`config.mk`:
```
export PLATFORM = sky130hd
export DESIGN_NAME = onrt_ctrl
export DESIGN_NICKNAME = d
export VERILOG_FILES = /design/src/hdl/onrt_pkg.sv /design/src/hdl/onrt_ctrl.sv
export SDC_FILE = /design/constraint.sdc
export NUM_CORES = 1
export LEC_CHECK = 0
export BUFFER_PORTS_ARGS = -buffer_cell sky130_fd_sc_hd__buf_2
export CORE_AREA = 2 2 39 41
export DETAILED_ROUTE_END_ITERATION = 6
export DIE_AREA = 0 0 41 43
export RECOVER_POWER = 100
export SLEW_MARGIN = 20
export SYNTH_ARGS = -nofsm -noshare
export SYNTH_HDL_FRONTEND = slang
export SYNTH_SLANG_ARGS = --single-unit
```
`constraint.sdc`:
```
create_clock -name i_clk -period 1.8 [get_ports i_clk]
set_clock_uncertainty 0.05 [all_clocks]
set_input_delay 0.18 -clock i_clk [delete_from_list [all_inputs] [get_ports i_clk]]
set_output_delay 0.18 -clock i_clk [all_outputs]
set_load 0.02 [all_outputs]
```
`src/hdl/onrt_pkg.sv`:
```
// Package for the ordered node reference table: item types, codes and control structs.
`timescale 1ns / 1ps
`default_nettype none
package onrt_pkg;

    // Default table geometry
    localparam int DEPTH       = 1024;
    localparam int OFFSET_BITS = 32;

    // Fixed field widths of the item ports
    localparam int REF_W     = 12;
    localparam int OFF_IN_W  = 32;
    localparam int OFF_OUT_W = 32;

    typedef enum logic [1:0] {
        CMD_FIND   = 2'd0,
        CMD_INSERT = 2'd1,
        CMD_READ   = 2'd2,
        CMD_MARK   = 2'd3
    } t_cmd;

    typedef enum logic [1:0] {
        ST_OK     = 2'd0,
        ST_FULL   = 2'd1,
        ST_BADREF = 2'd2
    } t_status;

    // Input item
    typedef struct packed {
        t_cmd                    command;
        logic [OFF_IN_W-1:0]     node_offset;
        logic                    sent_on_insert;
        logic signed [REF_W-1:0] ref_number;
    } t_in;

    // Result item
    typedef struct packed {
        logic signed [REF_W-1:0] result_ref;
        logic [OFF_OUT_W-1:0]    offset_out;
        t_status                 status;
    } t_out;

    // Address counter operation
    typedef enum logic [1:0] {
        ADDR_HOLD = 2'd0,
        ADDR_ZERO = 2'd1,
        ADDR_MAG  = 2'd2
    } t_addr_op;

    // Result register source
    typedef enum logic [2:0] {
        RES_HOLD = 3'd0,
        RES_OK   = 3'd1,
        RES_FULL = 3'd2,
        RES_BAD  = 3'd3,
        RES_INS  = 3'd4,
        RES_HIT  = 3'd5,
        RES_RD   = 3'd6
    } t_res_sel;

    // Controller to datapath
    typedef struct packed {
        logic     capture;
        logic     wr_insert;
        logic     wr_mark;
        t_addr_op addr_op;
        logic     scan;
        t_res_sel res_sel;
        logic     push;
    } t_ctrl;

    // Datapath to controller
    typedef struct packed {
        t_cmd cmd;
        logic empty;
        logic full;
        logic mag_zero;
        logic mag_bad;
        logic hit;
        logic last;
        logic out_free;
    } t_stat;

endpackage
`default_nettype wire

```
`src/hdl/onrt_ctrl.sv`:
```
// Controller of the ordered node reference table: sequences each command.
`timescale 1ns / 1ps
`default_nettype none
module onrt_ctrl (
    input  wire logic            i_clk,
    input  wire logic            i_rst_n,
    input  wire logic            i_in_valid,
    output logic                 o_in_stall,
    input  wire onrt_pkg::t_stat i_stat,
    output onrt_pkg::t_ctrl      o_ctrl
);

    typedef enum logic [5:0] {
        S_IDLE   = 6'b000001,
        S_DECODE = 6'b000010,
        S_SCAN   = 6'b000100,
        S_READ   = 6'b001000,
        S_RDATA  = 6'b010000,
        S_PUSH   = 6'b100000
    } t_state;

    t_state r_state;
    t_state n_state;

    // Decide commands and next state
    always_comb begin
        n_state        = r_state;
        o_ctrl.capture   = 1'b0;
        o_ctrl.wr_insert = 1'b0;
        o_ctrl.wr_mark   = 1'b0;
        o_ctrl.addr_op   = onrt_pkg::ADDR_HOLD;
        o_ctrl.scan      = 1'b0;
        o_ctrl.res_sel   = onrt_pkg::RES_HOLD;
        o_ctrl.push      = 1'b0;
        unique case (r_state)
            S_IDLE: begin
                if (i_in_valid) begin
                    o_ctrl.capture = 1'b1;
                    n_state        = S_DECODE;
                end
            end
            S_DECODE: begin
                unique case (i_stat.cmd)
                    onrt_pkg::CMD_FIND: begin
                        if (i_stat.empty) begin
                            o_ctrl.res_sel = onrt_pkg::RES_OK;
                            n_state        = S_PUSH;
                        end else begin
                            o_ctrl.addr_op = onrt_pkg::ADDR_ZERO;
                            n_state        = S_SCAN;
                        end
                    end
                    onrt_pkg::CMD_INSERT: begin
                        if (i_stat.full) begin
                            o_ctrl.res_sel = onrt_pkg::RES_FULL;
                        end else begin
                            o_ctrl.wr_insert = 1'b1;
                            o_ctrl.res_sel   = onrt_pkg::RES_INS;
                        end
                        n_state = S_PUSH;
                    end
                    onrt_pkg::CMD_READ: begin
                        if (i_stat.mag_zero) begin
                            o_ctrl.res_sel = onrt_pkg::RES_OK;
                            n_state        = S_PUSH;
                        end else if (i_stat.mag_bad) begin
                            o_ctrl.res_sel = onrt_pkg::RES_BAD;
                            n_state        = S_PUSH;
                        end else begin
                            o_ctrl.addr_op = onrt_pkg::ADDR_MAG;
                            n_state        = S_READ;
                        end
                    end
                    default: begin
                        if (i_stat.mag_zero || i_stat.mag_bad) begin
                            o_ctrl.res_sel = onrt_pkg::RES_BAD;
                        end else begin
                            o_ctrl.wr_mark = 1'b1;
                            o_ctrl.res_sel = onrt_pkg::RES_OK;
                        end
                        n_state = S_PUSH;
                    end
                endcase
            end
            S_SCAN: begin
                // Walk entries one a cycle, stop at first match or last entry
                o_ctrl.scan = 1'b1;
                priority if (i_stat.hit) begin
                    o_ctrl.res_sel = onrt_pkg::RES_HIT;
                    n_state        = S_PUSH;
                end else if (i_stat.last) begin
                    o_ctrl.res_sel = onrt_pkg::RES_OK;
                    n_state        = S_PUSH;
                end else begin
                    n_state = S_SCAN;
                end
            end
            S_READ: begin
                n_state = S_RDATA;
            end
            S_RDATA: begin
                o_ctrl.res_sel = onrt_pkg::RES_RD;
                n_state        = S_PUSH;
            end
            S_PUSH: begin
                if (i_stat.out_free) begin
                    o_ctrl.push = 1'b1;
                    n_state     = S_IDLE;
                end
            end
            default: begin
                n_state = S_IDLE;
            end
        endcase
    end

    always_ff @(posedge i_clk) begin
        if (!i_rst_n) begin
            r_state <= S_IDLE;
        end else begin
            r_state <= n_state;
        end
    end

    assign o_in_stall = (r_state != S_IDLE);

`ifndef ASSERT_OFF
    a_accept_decode: assert property (@(posedge i_clk) disable iff (!i_rst_n)
        (i_rst_n && r_state == S_IDLE && i_in_valid) |=> (r_state == S_DECODE))
        else $error("accepted item not decoded");

    a_scan_entry: assert property (@(posedge i_clk) disable iff (!i_rst_n)
        (i_rst_n && r_state == S_DECODE && o_ctrl.addr_op == onrt_pkg::ADDR_ZERO)
        |=> (r_state == S_SCAN))
        else $error("find did not start a scan");

    a_single_write: assert property (@(posedge i_clk) disable iff (!i_rst_n)
        !(o_ctrl.wr_insert && o_ctrl.wr_mark))
        else $error("insert and mark in the same cycle");
`endif

endmodule
`default_nettype wire

```
# ---- Word level (Yosys, flattened, before mapping)
# Index checks and enable logic that the tools add are counted.
dict set report op_classes {
  eq_ne 11
  muxes 32
  n_reduce_logical 4
}
# cell n
set op_table {}
lappend op_table {{6-bit 2-to-1 mux} 7}
lappend op_table {{6-bit one-hot mux with 6 select lines} 1}
lappend op_table {{3-bit one-hot mux with 3 select lines} 2}
lappend op_table {{1-bit 2-to-1 mux} 12}
lappend op_table {{6-bit one-hot mux with 2 select lines} 1}
lappend op_table {{2-bit 2-to-1 mux} 5}
lappend op_table {{6-bit by 1-bit == test with 1-bit output, second input constant} 1}
lappend op_table {{6-bit by 2-bit == test with 1-bit output, second input constant} 1}
lappend op_table {{6-bit by 3-bit == test with 1-bit output, second input constant} 1}
lappend op_table {{6-bit by 4-bit == test with 1-bit output, second input constant} 1}
lappend op_table {{6-bit by 5-bit == test with 1-bit output, second input constant} 1}
lappend op_table {{6-bit == test, second input constant} 1}
lappend op_table {{3-bit 2-to-1 mux} 2}
lappend op_table {{6-bit by 1-bit != test with 1-bit output, second input constant} 1}
lappend op_table {{4-bit 2-to-1 mux} 1}
lappend op_table {{2-bit != test, second input constant} 2}
lappend op_table {{2-bit one-hot mux with 2 select lines} 1}
lappend op_table {{3-bit OR reduction} 1}
lappend op_table {{2-bit by 1-bit == test with 1-bit output, second input constant} 1}
lappend op_table {{2-bit == test, second input constant} 1}
lappend op_table {{2-bit zero test} 1}
lappend op_table {{2-bit AND reduction} 1}
lappend op_table {{1-bit logical OR} 1}
dict set report totals {
  ff_bits 6
  in_bits 12
  out_inout_bits 11
  wordCells 48
}

# ---- Logic depth before layout (Yosys ltp)
# Gate-level depths: netlist of the first run.
dict set report logic_depth {
  word_depth 4
  depth_mapped 4
  depth_no_buf 4
}

# ---- Least setup slack after synthesis of the first run
# Ideal clock, no wire load.
dict set report synth_path {
  kind {reg2out}
  startpoint {register r_state[4]}
  endpoint {output o_ctrl[3] in the netlist's numbering}
  t_arrival_ps 1798
  required_time_ps 1570
  setup_slack_ps -228
  stages_incl_launch_ff 5
  n_path_buf 0
  path_cell_list {dfxtp_1 -> nor2_1 -> nand4_1 -> nor4_1 -> a221o_1}
}
# element line_no
set synth_rtl {}
lappend synth_rtl {{start: declaration} onrt_ctrl.sv:22} ;# t_state r_state;
lappend synth_rtl {{start signal: assignment} onrt_ctrl.sv:121} ;# r_state <= n_state;
lappend synth_rtl {{end: declaration} onrt_ctrl.sv:10} ;# output onrt_pkg::t_ctrl o_ctrl

==> metrics, run 1 <==
final WL approximately 1.2 mm; CTS sink cnt 6; synth-to-layout area growth 46.5%; Congestion Overflow GR 0; CP endpoint kind output port; status finished with violations; drt drc 0; syn avg cell area 7.55 µm²; syn_nets 73; crit path max fanout 5; max reg flops 6; initial antenna violation count 0; worst path arrival time roughly 1700 ps; CP Data Required Time 1570 ps; Max Clk Rate between 500 and 600 MHz; Tightest Hold Check Type in -> reg; Final Instance Area a little under 700 µm²; largest net degree at the start of global routing 9; via count 561; Hold Path End r_state[0]$_SDFFE_PN1P_; WHS roughly 120 ps; first-pass GRT wire length 1.80 mm; M3 GR Usage 0.0314; Setup-failing EPs final 4; Power Density 569 nW/µm²; Startpoint Class flip-flop; global-route met1 utilization 0.189; Ys Warns 0; die area ~1800 µm²; CTS tree yes; largest register by flop count r_state; count leader, synth nor2_1; hold path start i_rst_n; RSZ-0062 raised after global routing true; RR Endpoint r_state[1]$_SDFFE_PN0P_; DP Area 619 µm²; failing checks negative setup slack; share of cells above drive strength 1 0.400; post-synthesis async set-or-reset flop share 0; Cell variety after synth 27; row count 14; Detail Route Antenna Nets 0; Synth Instances 61; hold path depth 2; Port Buf Inserts 22; Top Ports 23; clock transition at the registers of the reported paths 50 ps; Max Slew Vio Count 0; largest cells by area after synthesis dfxtp_1 (26%), nor3_1 (6.5%), nor2_1 (6.5%); TritonCTS Buffers 3; worst rel slew slack 0.794; root buffer cell clkbuf_4; Tcrit/Tclk final 1.09; Worst R2R Start r_state[1]$_SDFFE_PN0P_; Worst IR Drop VDD approximately 0.35 mV; initial cell density of the core 0.333; final hold vios 0; top_reg_cell synth dfxtp_1; worst-margin pin slew between 300 and 400 ps; min Tclk post-route roughly 2000 ps; max_cap viols 0; fillers 146; post-synthesis sequential area ratio 0.261; Ant. Diodes 0; R2R setup slack ~210 ps; H-Tree Depth 1; Synth Register Bits 6; post-synth top area share 0.261; Post-synth EDFFs 0; top cells by count, synth nor2_1 (8), dfxtp_1 (6), nor3_1 (6); met2 Use GR 0.216; Worst Reg-to-Reg Cells 4; HPWL Detailed 964 µm; vias per cell approximately 5.3; initial drt markers 23; Die Y 43 µm; Longest Clk Path Bufs 2; core area approximately 1400 µm²; Setup CP Type reg -> out; die width 41 µm; number of global-route vias before repair about 440; GR Util All Layers 0.152; Yosys top cell by area dfxtp_1; fin nets around 100; # hold bufs at CTS 0; global placer's final weighted congestion just under 0.8; registers with the most flip-flops r_state: 6 flops; clk_lat worst skew roughly 250 ps; DR pass1 iterations 4; Leakage Power about 0.3 nW; gr busiest metal met2; dpl ws 66.0 ps; Mapped Area between 400 and 500 µm²; fin worst setup slack -165 ps; average wire per standard cell ~11 µm
==> layout by cell type (no fill, tap or decap), types with 2 or more instances in the layout <==
cell,synthesis,final
nor2_4,1,2
buf_4,0,4
inv_1,4,4
dfxtp_1,6,4
or3b_1,3,3
nor2b_1,3,3
nor2_1,8,7
nor3_1,6,6
buf_2,0,17
nand4_1,2,2
clkbuf_4,0,3
o21ai_0,3,3
o32ai_1,2,2
buf_6,0,2
clkbuf_1,0,2
dfxtp_2,0,2
nand2_1,4,4
o21a_1,2,2
a21oi_1,2,2
==> what timing repair did <==
| item | CTS | global route |
|---|---|---|
| pin swaps | 1 | 0 |
| endpoints found under the setup margin | 7 | 6 |
| buffers inserted | 1 | 0 |
| cloned | 0 | 0 |
| gates resized for setup | 8 | 2 |
==> power by group <==
part	internal (mW)	switching [mW]	total, mW
combinational	0.0546	0.0596	0.114
sequential	0.139	0.00487	0.144
clock	0.0755	0.0504	0.126
==> final cells by class <==
cell class,instances,area (µm²),area share
multi-input combinational,51,344,0.510
clock buffer,3,22.5,0.0334
sequential,6,123,0.182
tap,16,20.0,0.0297
inverter,4,15.0,0.0223
timing repair buffer,26,150,0.223
==> routing by layer <==
metal / up-vias / part of all wire
met4: 0 / 0.036
met2: 16 / 0.47
met1: 255 / 0.46
li1: 286 / -
met5: - / 0
met3: 4 / 0.035
==> worst max-delay path by stage <==
stage | cells past startpoint | from | end
after floorplan | 4 | r_state[4]$_SDFFE_PN0P_ | o_ctrl[3]
after global placement | 4 | r_state[4]$_SDFFE_PN0P_ | o_ctrl[9]
after detailed placement | 4 | r_state[1]$_SDFFE_PN0P_ | o_ctrl[9]
after CTS | 4 | r_state[4]$_SDFFE_PN0P_ | o_ctrl[9]
after global routing | 4 | r_state[1]$_SDFFE_PN0P_ | o_ctrl[9]
final | 4 | r_state[1]$_SDFFE_PN0P_ | o_ctrl[9]
==> critical path: stages (launching register included) <==
cell and delay (ps):
dfxtp_2 330, or4_4 520, or3b_4 410, nor2_4 100, buf_6 120
==> per-stage QoR <==
| stage | utilization | setup TNS [ps] | power (mW) | std cells |
|---|---|---|---|---|
| 2_1_floorplan | - | 0 | 0.208 | 61 |
| 3_3_place_gp | 0.448 | 0 | 0.247 | 102 |
| 3_5_place_dp | 0.448 | 0 | 0.248 | 102 |
| 4_1_cts | 0.486 | -284 | 0.389 | 106 |
| 5_1_grt | 0.487 | -912 | 0.404 | 106 |
| 6_report | 0.487 | -365 | 0.384 | 106 |
==> logic make-up (layout without fill, tap and decap cells) <==
family,after synthesis,in the layout,synth area share
flip-flops,6,6,0.261
buffers and inverters,4,33,0.0326
AO/OA/AOI/OAI,13,13,0.198
multiplexers,1,1,0.0245
AND/OR/NAND/NOR,37,37,0.484
(Power assumes the default switching activity.)
==> inputs of run 2 (changes only) <==
==> constraint.sdc (replaced) <==
create_clock -name i_clk -period 2.5 [get_ports i_clk]
set_clock_uncertainty 0.05 [all_clocks]
set_input_delay 0.25 -clock i_clk [delete_from_list [all_inputs] [get_ports i_clk]]
set_output_delay 0.25 -clock i_clk [all_outputs]
set_load 0.02 [all_outputs]
==> run 2 against run 1 <==
Effect of this change:
- the run now ends clean
- register-to-register slack improved by 620 ps
- via count down 7.3%
- sequential share of layout area up 2.0 points
- wire length fell by 3.2%
- clock power decreased by 28%
- final area fell by 12%
- setup slack better by 440 ps
- die area did not move
- critical path type unchanged
- critical endpoint unchanged
==> metrics, run 2 (synthesis results as in run 1) <==
number of global-route vias before repair 466 (+5.7%); H-Tree Depth 1 (unchanged); worst rel slew slack 0.774 (-0.0198); row count 14 (unchanged); Worst path slowest cell or4_1; Top Ports 23 (unchanged); crit-path max cell delay 560 ps (+40 ps); TritonCTS Buffers 3 (unchanged); initial cell density of the core 0.333 (unchanged); root buffer cell clkbuf_4; die width 41 µm (unchanged); # hold bufs at CTS 0 (unchanged); Leakage Power 0.248 nW (-18%); Die Y 43 µm (unchanged); cell family with most CP delay simple AND/OR/NAND/NOR gates; Startpoint Class flip-flop; Tcrit/Tclk final 0.890; Longest Clk Path Bufs 2 (unchanged); dpl cells 99 (-2.9%); via count 520 (-7.3%); Congestion Overflow GR 0 (unchanged); initial drt markers 6 (-74%); CTS sink cnt 6 (unchanged); hold path start i_rst_n; commonest non-fill, non-tap cell in the layout buf_2; Max Slew Vio Count 0 (unchanged); HPWL Detailed 934 µm (-3.2%); RR Endpoint r_state[1]$_SDFFE_PN0P_; largest register by flop count r_state; CP endpoint kind output port; worst path arrival time 1920 ps (+190 ps); Setup CP Type reg -> out; crit path cell chain or4_1 > or3b_1 > nor2_4 > clkbuf_1; Port Buf Inserts 22 (unchanged); Power Density 434 nW/µm² (-24%); worst-margin pin slew 336 ps (+26.6 ps); RSZ-0062 raised after global routing false; initial antenna violation count 0 (unchanged); Setup crit start r_state[4]$_SDFFE_PN0P_; Worst R2R Start r_state[4]$_SDFFE_PN0P_; CP Data Required Time 2200 ps (+630 ps); min Tclk post-route approximately 2200 ps; clock transition at the registers of the reported paths 50 ps (about the same); status completed; CP endpoint o_ctrl[9]; synth-to-layout area growth 29.1%; Tightest Hold Check Type in -> reg; final non-filler cell total 102 (-3.8%); Worst Reg-to-Reg Cells 4 (unchanged); core area 1380 µm² (unchanged); crit path max fanout 8 (+3); vias per cell 5.10 (-3.7%); max_cap viols 0 (unchanged); clk_lat worst skew 250 ps (about the same); share of cells above drive strength 1 0.198 (-0.202); DR pass1 iterations 4 (unchanged); registers with the most flip-flops r_state: 6 flops; max reg flops 6 (unchanged); hold path depth 2 (unchanged); fin nets 100 (-3.8%); Max Clk Rate ~450 MHz; setup bufs post-CTS 0 (-1); Worst IR Drop VDD 0.248 mV (-28%); GR Util All Layers 0.156 (+0.00332); fillers 162 (+11%); drt drc 0 (unchanged); final hold vios 0 (unchanged); first-pass GRT wire length 1.90 mm (+5.8%); final WL 1.14 mm (-3.2%); WP buf/inv 1 (unchanged); average wire per standard cell 11.1 µm (+0.65%); Ant. Diodes 0 (unchanged); Setup-failing EPs final 0 (-4); Detail Route Antenna Nets 0 (unchanged); CTS resizes 0 (-8); largest net degree at the start of global routing 9 (unchanged); global placer's final weighted congestion 0.776 (+0.53%); CTS tree yes; critical path depth 4 (unchanged); die area 1760 µm² (unchanged); commonest cells after routing, fill and taps aside buf_2 (12), clkbuf_1 (10), nor2_1 (8); final setup TNS 0 ps (+365 ps); R2R setup slack 830 ps (+620 ps)
## run 2: cell type report
class | instances | area (µm²) | area share
multi-input combinational | 51 | 319 | 0.537
tap | 16 | 20.0 | 0.0337
sequential | 6 | 120 | 0.202
inverter | 4 | 15.0 | 0.0253
clock buffer | 3 | 22.5 | 0.0379
timing repair buffer | 22 | 97.6 | 0.164
## run 2: worst min path at each step
stage / endpoint
finish: r_state[0]$_SDFFE_PN1P_
global route: r_state[0]$_SDFFE_PN1P_
CTS: r_state[0]$_SDFFE_PN1P_
detailed placement: r_state[0]$_SDFFE_PN1P_
global placement: r_state[0]$_SDFFE_PN1P_
floorplan: r_state[0]$_SDFFE_PN1P_
## run 2: metrics by stage
stage	instance area, µm²	hold slack (ps)	total power, mW	worst slack (ps)	util
finish	594	179	0.258	276	0.429
global placement	591	436	0.174	670	0.427
detailed placement	591	439	0.174	652	0.427
floorplan	460	274	0.149	402	-
global route	594	186	0.278	181	0.429
CTS	613	177	0.268	378	0.443
## run 2: power breakdown
group	internal [mW]	total, mW	switching, mW
clock network	0.0544	0.0905	0.0361
logic	0.0258	0.0618	0.0360
registers	0.0998	0.106	0.00596
total	0.180	0.258	0.0780
## run 2: metal layers
layer,vias up,part of all wire,routed length (µm),global-route usage
met3,2,0.027,31,0.0314
met2,7,0.48,546,0.234
met4,0,0.014,16,0.0800
li1,284,-,-,-
met1,227,0.48,542,0.200
met5,-,0,0,0
==> inputs of run 3 (changes only) <==
--- a/config.mk
+++ b/config.mk
@@ -7,6 +7,7 @@
 export LEC_CHECK = 0
 export BUFFER_PORTS_ARGS = -buffer_cell sky130_fd_sc_hd__buf_2
 export CORE_AREA = 2 2 39 41
+export CTS_BUF_LIST = sky130_fd_sc_hd__clkbuf_8
 export DETAILED_ROUTE_END_ITERATION = 6
 export DIE_AREA = 0 0 41 43
 export RECOVER_POWER = 100
==> run 3 against run 2 <==
Effect of this change:
- sequential share of layout area decreased by 0.62 points
- count of clock-buffer cells in the layout unchanged
- hold slack improved by 24 ps
- non-clock buffer count unchanged
- die area unchanged
- setup slack improved by 27 ps
- core utilization increased by 1.4 points
- cell count unchanged
- critical path type unchanged
- largest cell class unchanged
- fmax increased by 1.2%
- register-to-register slack about the same
- flip-flop and latch count unchanged
==> metrics, run 3 (synthesis results as in run 1) <==
status completed; H-Tree Depth 1 (unchanged); clk_lat worst skew 230 ps (-20 ps); worst-margin pin slew 336 ps (+0.000358 ps); Tcrit/Tclk final 0.879 (-0.0108); largest register by flop count r_state; Ant. Diodes 0 (unchanged); RSZ-0062 raised after global routing false; Worst Reg-to-Reg Cells 4 (unchanged); number of global-route vias before repair 473 (+1.5%); initial cell density of the core 0.333 (unchanged); commonest cells after routing, fill and taps aside buf_2 (12), clkbuf_1 (10), nor2_1 (8); fin nets 100 (unchanged); final hold vios 0 (unchanged); Startpoint Class flip-flop; crit path max fanout 8 (unchanged); clock transition at the registers of the reported paths 40 ps (about the same); root buffer cell clkbuf_8; TritonCTS Buffers 3 (unchanged); Worst IR Drop VDD 0.259 mV (+4.5%); Die Y 43 µm (unchanged); Longest Clk Path Bufs 2 (unchanged); largest net degree at the start of global routing 9 (unchanged); CP endpoint o_ctrl[9]; synth-to-layout area growth 33.2%; CP endpoint kind output port; gr busiest metal met2; final setup TNS 0 ps (unchanged); RR Endpoint r_state[1]$_SDFFE_PN0P_; die width 41 µm (unchanged); worst path arrival time 1900 ps (-20 ps); commonest non-fill, non-tap cell in the layout buf_2; min Tclk post-route 2200 ps (-27.0 ps); Power Density 515 nW/µm² (+19%); setup bufs post-CTS 0 (unchanged); Congestion Overflow GR 0 (unchanged); Tightest Hold Check Type in -> reg; met2 Use GR 0.234 (unchanged); Setup crit start r_state[4]$_SDFFE_PN0P_; Max Clk Rate 455 MHz (+1.2%); via count 514 (-1.2%); registers with the most flip-flops r_state: 6 flops; row count 14 (unchanged); vias per cell 5.04 (-1.2%); Worst R2R Start r_state[4]$_SDFFE_PN0P_; max_cap viols 0 (unchanged); CP Data Required Time 2200 ps (about the same); Port Buf Inserts 22 (unchanged); Setup-failing EPs final 0 (unchanged); Leakage Power 0.256 nW (+3.1%); die area 1760 µm² (unchanged); M3 GR Usage 0.0157 (-0.0157); CTS tree yes; total power 315 µW (+22%); average wire per standard cell 11.3 µm (+1.4%); initial antenna violation count 0 (unchanged); Top Ports 23 (unchanged); final WL 1.15 mm (+1.4%); # hold bufs at CTS 0 (unchanged); CTS sink cnt 6 (unchanged); first-pass GRT wire length 1.90 mm (-0.37%); global-route met1 utilization 0.200 (unchanged); worst rel slew slack 0.774 (unchanged); initial drt markers 11 (+5); HPWL Detailed 934 µm (unchanged); share of cells above drive strength 1 0.198 (unchanged); drt drc 0 (unchanged); DR pass1 iterations 4 (unchanged); CTS resizes 0 (unchanged); Detail Route Antenna Nets 0 (unchanged); Max Slew Vio Count 0 (unchanged); core area 1380 µm² (unchanged); GR Util All Layers 0.156 (unchanged); Setup CP Type reg -> out; R2R setup slack 830 ps (about the same); global placer's final weighted congestion 0.776 (unchanged); max reg flops 6 (unchanged)
run 3: changes by cell type in the layout (fill, tap and decap cells not counted):
cell / previous run / this run
clkbuf_8: 0 / 3
clkbuf_4: 3 / 0
run 3: through the flow:
stage	instances	setup WS, ps	hold WS (ps)	instance area (µm²)	util
2_1_floorplan	61	402	274	460	-
3_3_place_gp	99	670	436	591	0.427
3_5_place_dp	99	652	439	591	0.427
4_1_cts	102	408	204	632	0.457
5_1_grt	102	216	218	613	0.443
6_report	102	303	204	613	0.443
run 3: critical path, stage by stage, from the launching register on:
cell      delay, ps
dfxtp_1         350
or4_1           560
or3b_1          420
nor2_4          100
clkbuf_1        230
run 3: area by class of cell:
type / instances / area [µm²]
inverter: 4 / 15.0
multi-input combinational: 51 / 319
clock buffer: 3 / 41.3
sequential: 6 / 120
tap: 16 / 20.0
timing repair buffer: 22 / 97.6
fill: 160 / 771
run 3: how the worst min path moves through the flow:
stage	slack, ps	to	from	cells after the start
detailed placement	440	r_state[0]$_SDFFE_PN1P_	i_rst_n	2
finish	200	r_state[0]$_SDFFE_PN1P_	i_rst_n	2
CTS	200	r_state[0]$_SDFFE_PN1P_	i_rst_n	2
floorplan	270	r_state[0]$_SDFFE_PN1P_	i_rst_n	1
global placement	440	r_state[0]$_SDFFE_PN1P_	i_rst_n	2
global route	220	r_state[0]$_SDFFE_PN1P_	i_rst_n	2
run 3: per-layer routing:
metal / routed length [µm] / up-vias / part of all wire
li1: - / 283 / -
met1: 554 / 223 / 0.48
met2: 549 / 6 / 0.48
met3: 33 / 2 / 0.029
met4: 16 / 0 / 0.014
met5: 0 / - / 0
run 3: power breakdown:
part	total (mW)	switching (mW)	leakage, nW	internal (mW)
clock network	0.148	0.0440	0.0216	0.104
logic	0.0619	0.0361	0.185	0.0258
registers	0.106	0.00595	0.0488	0.100
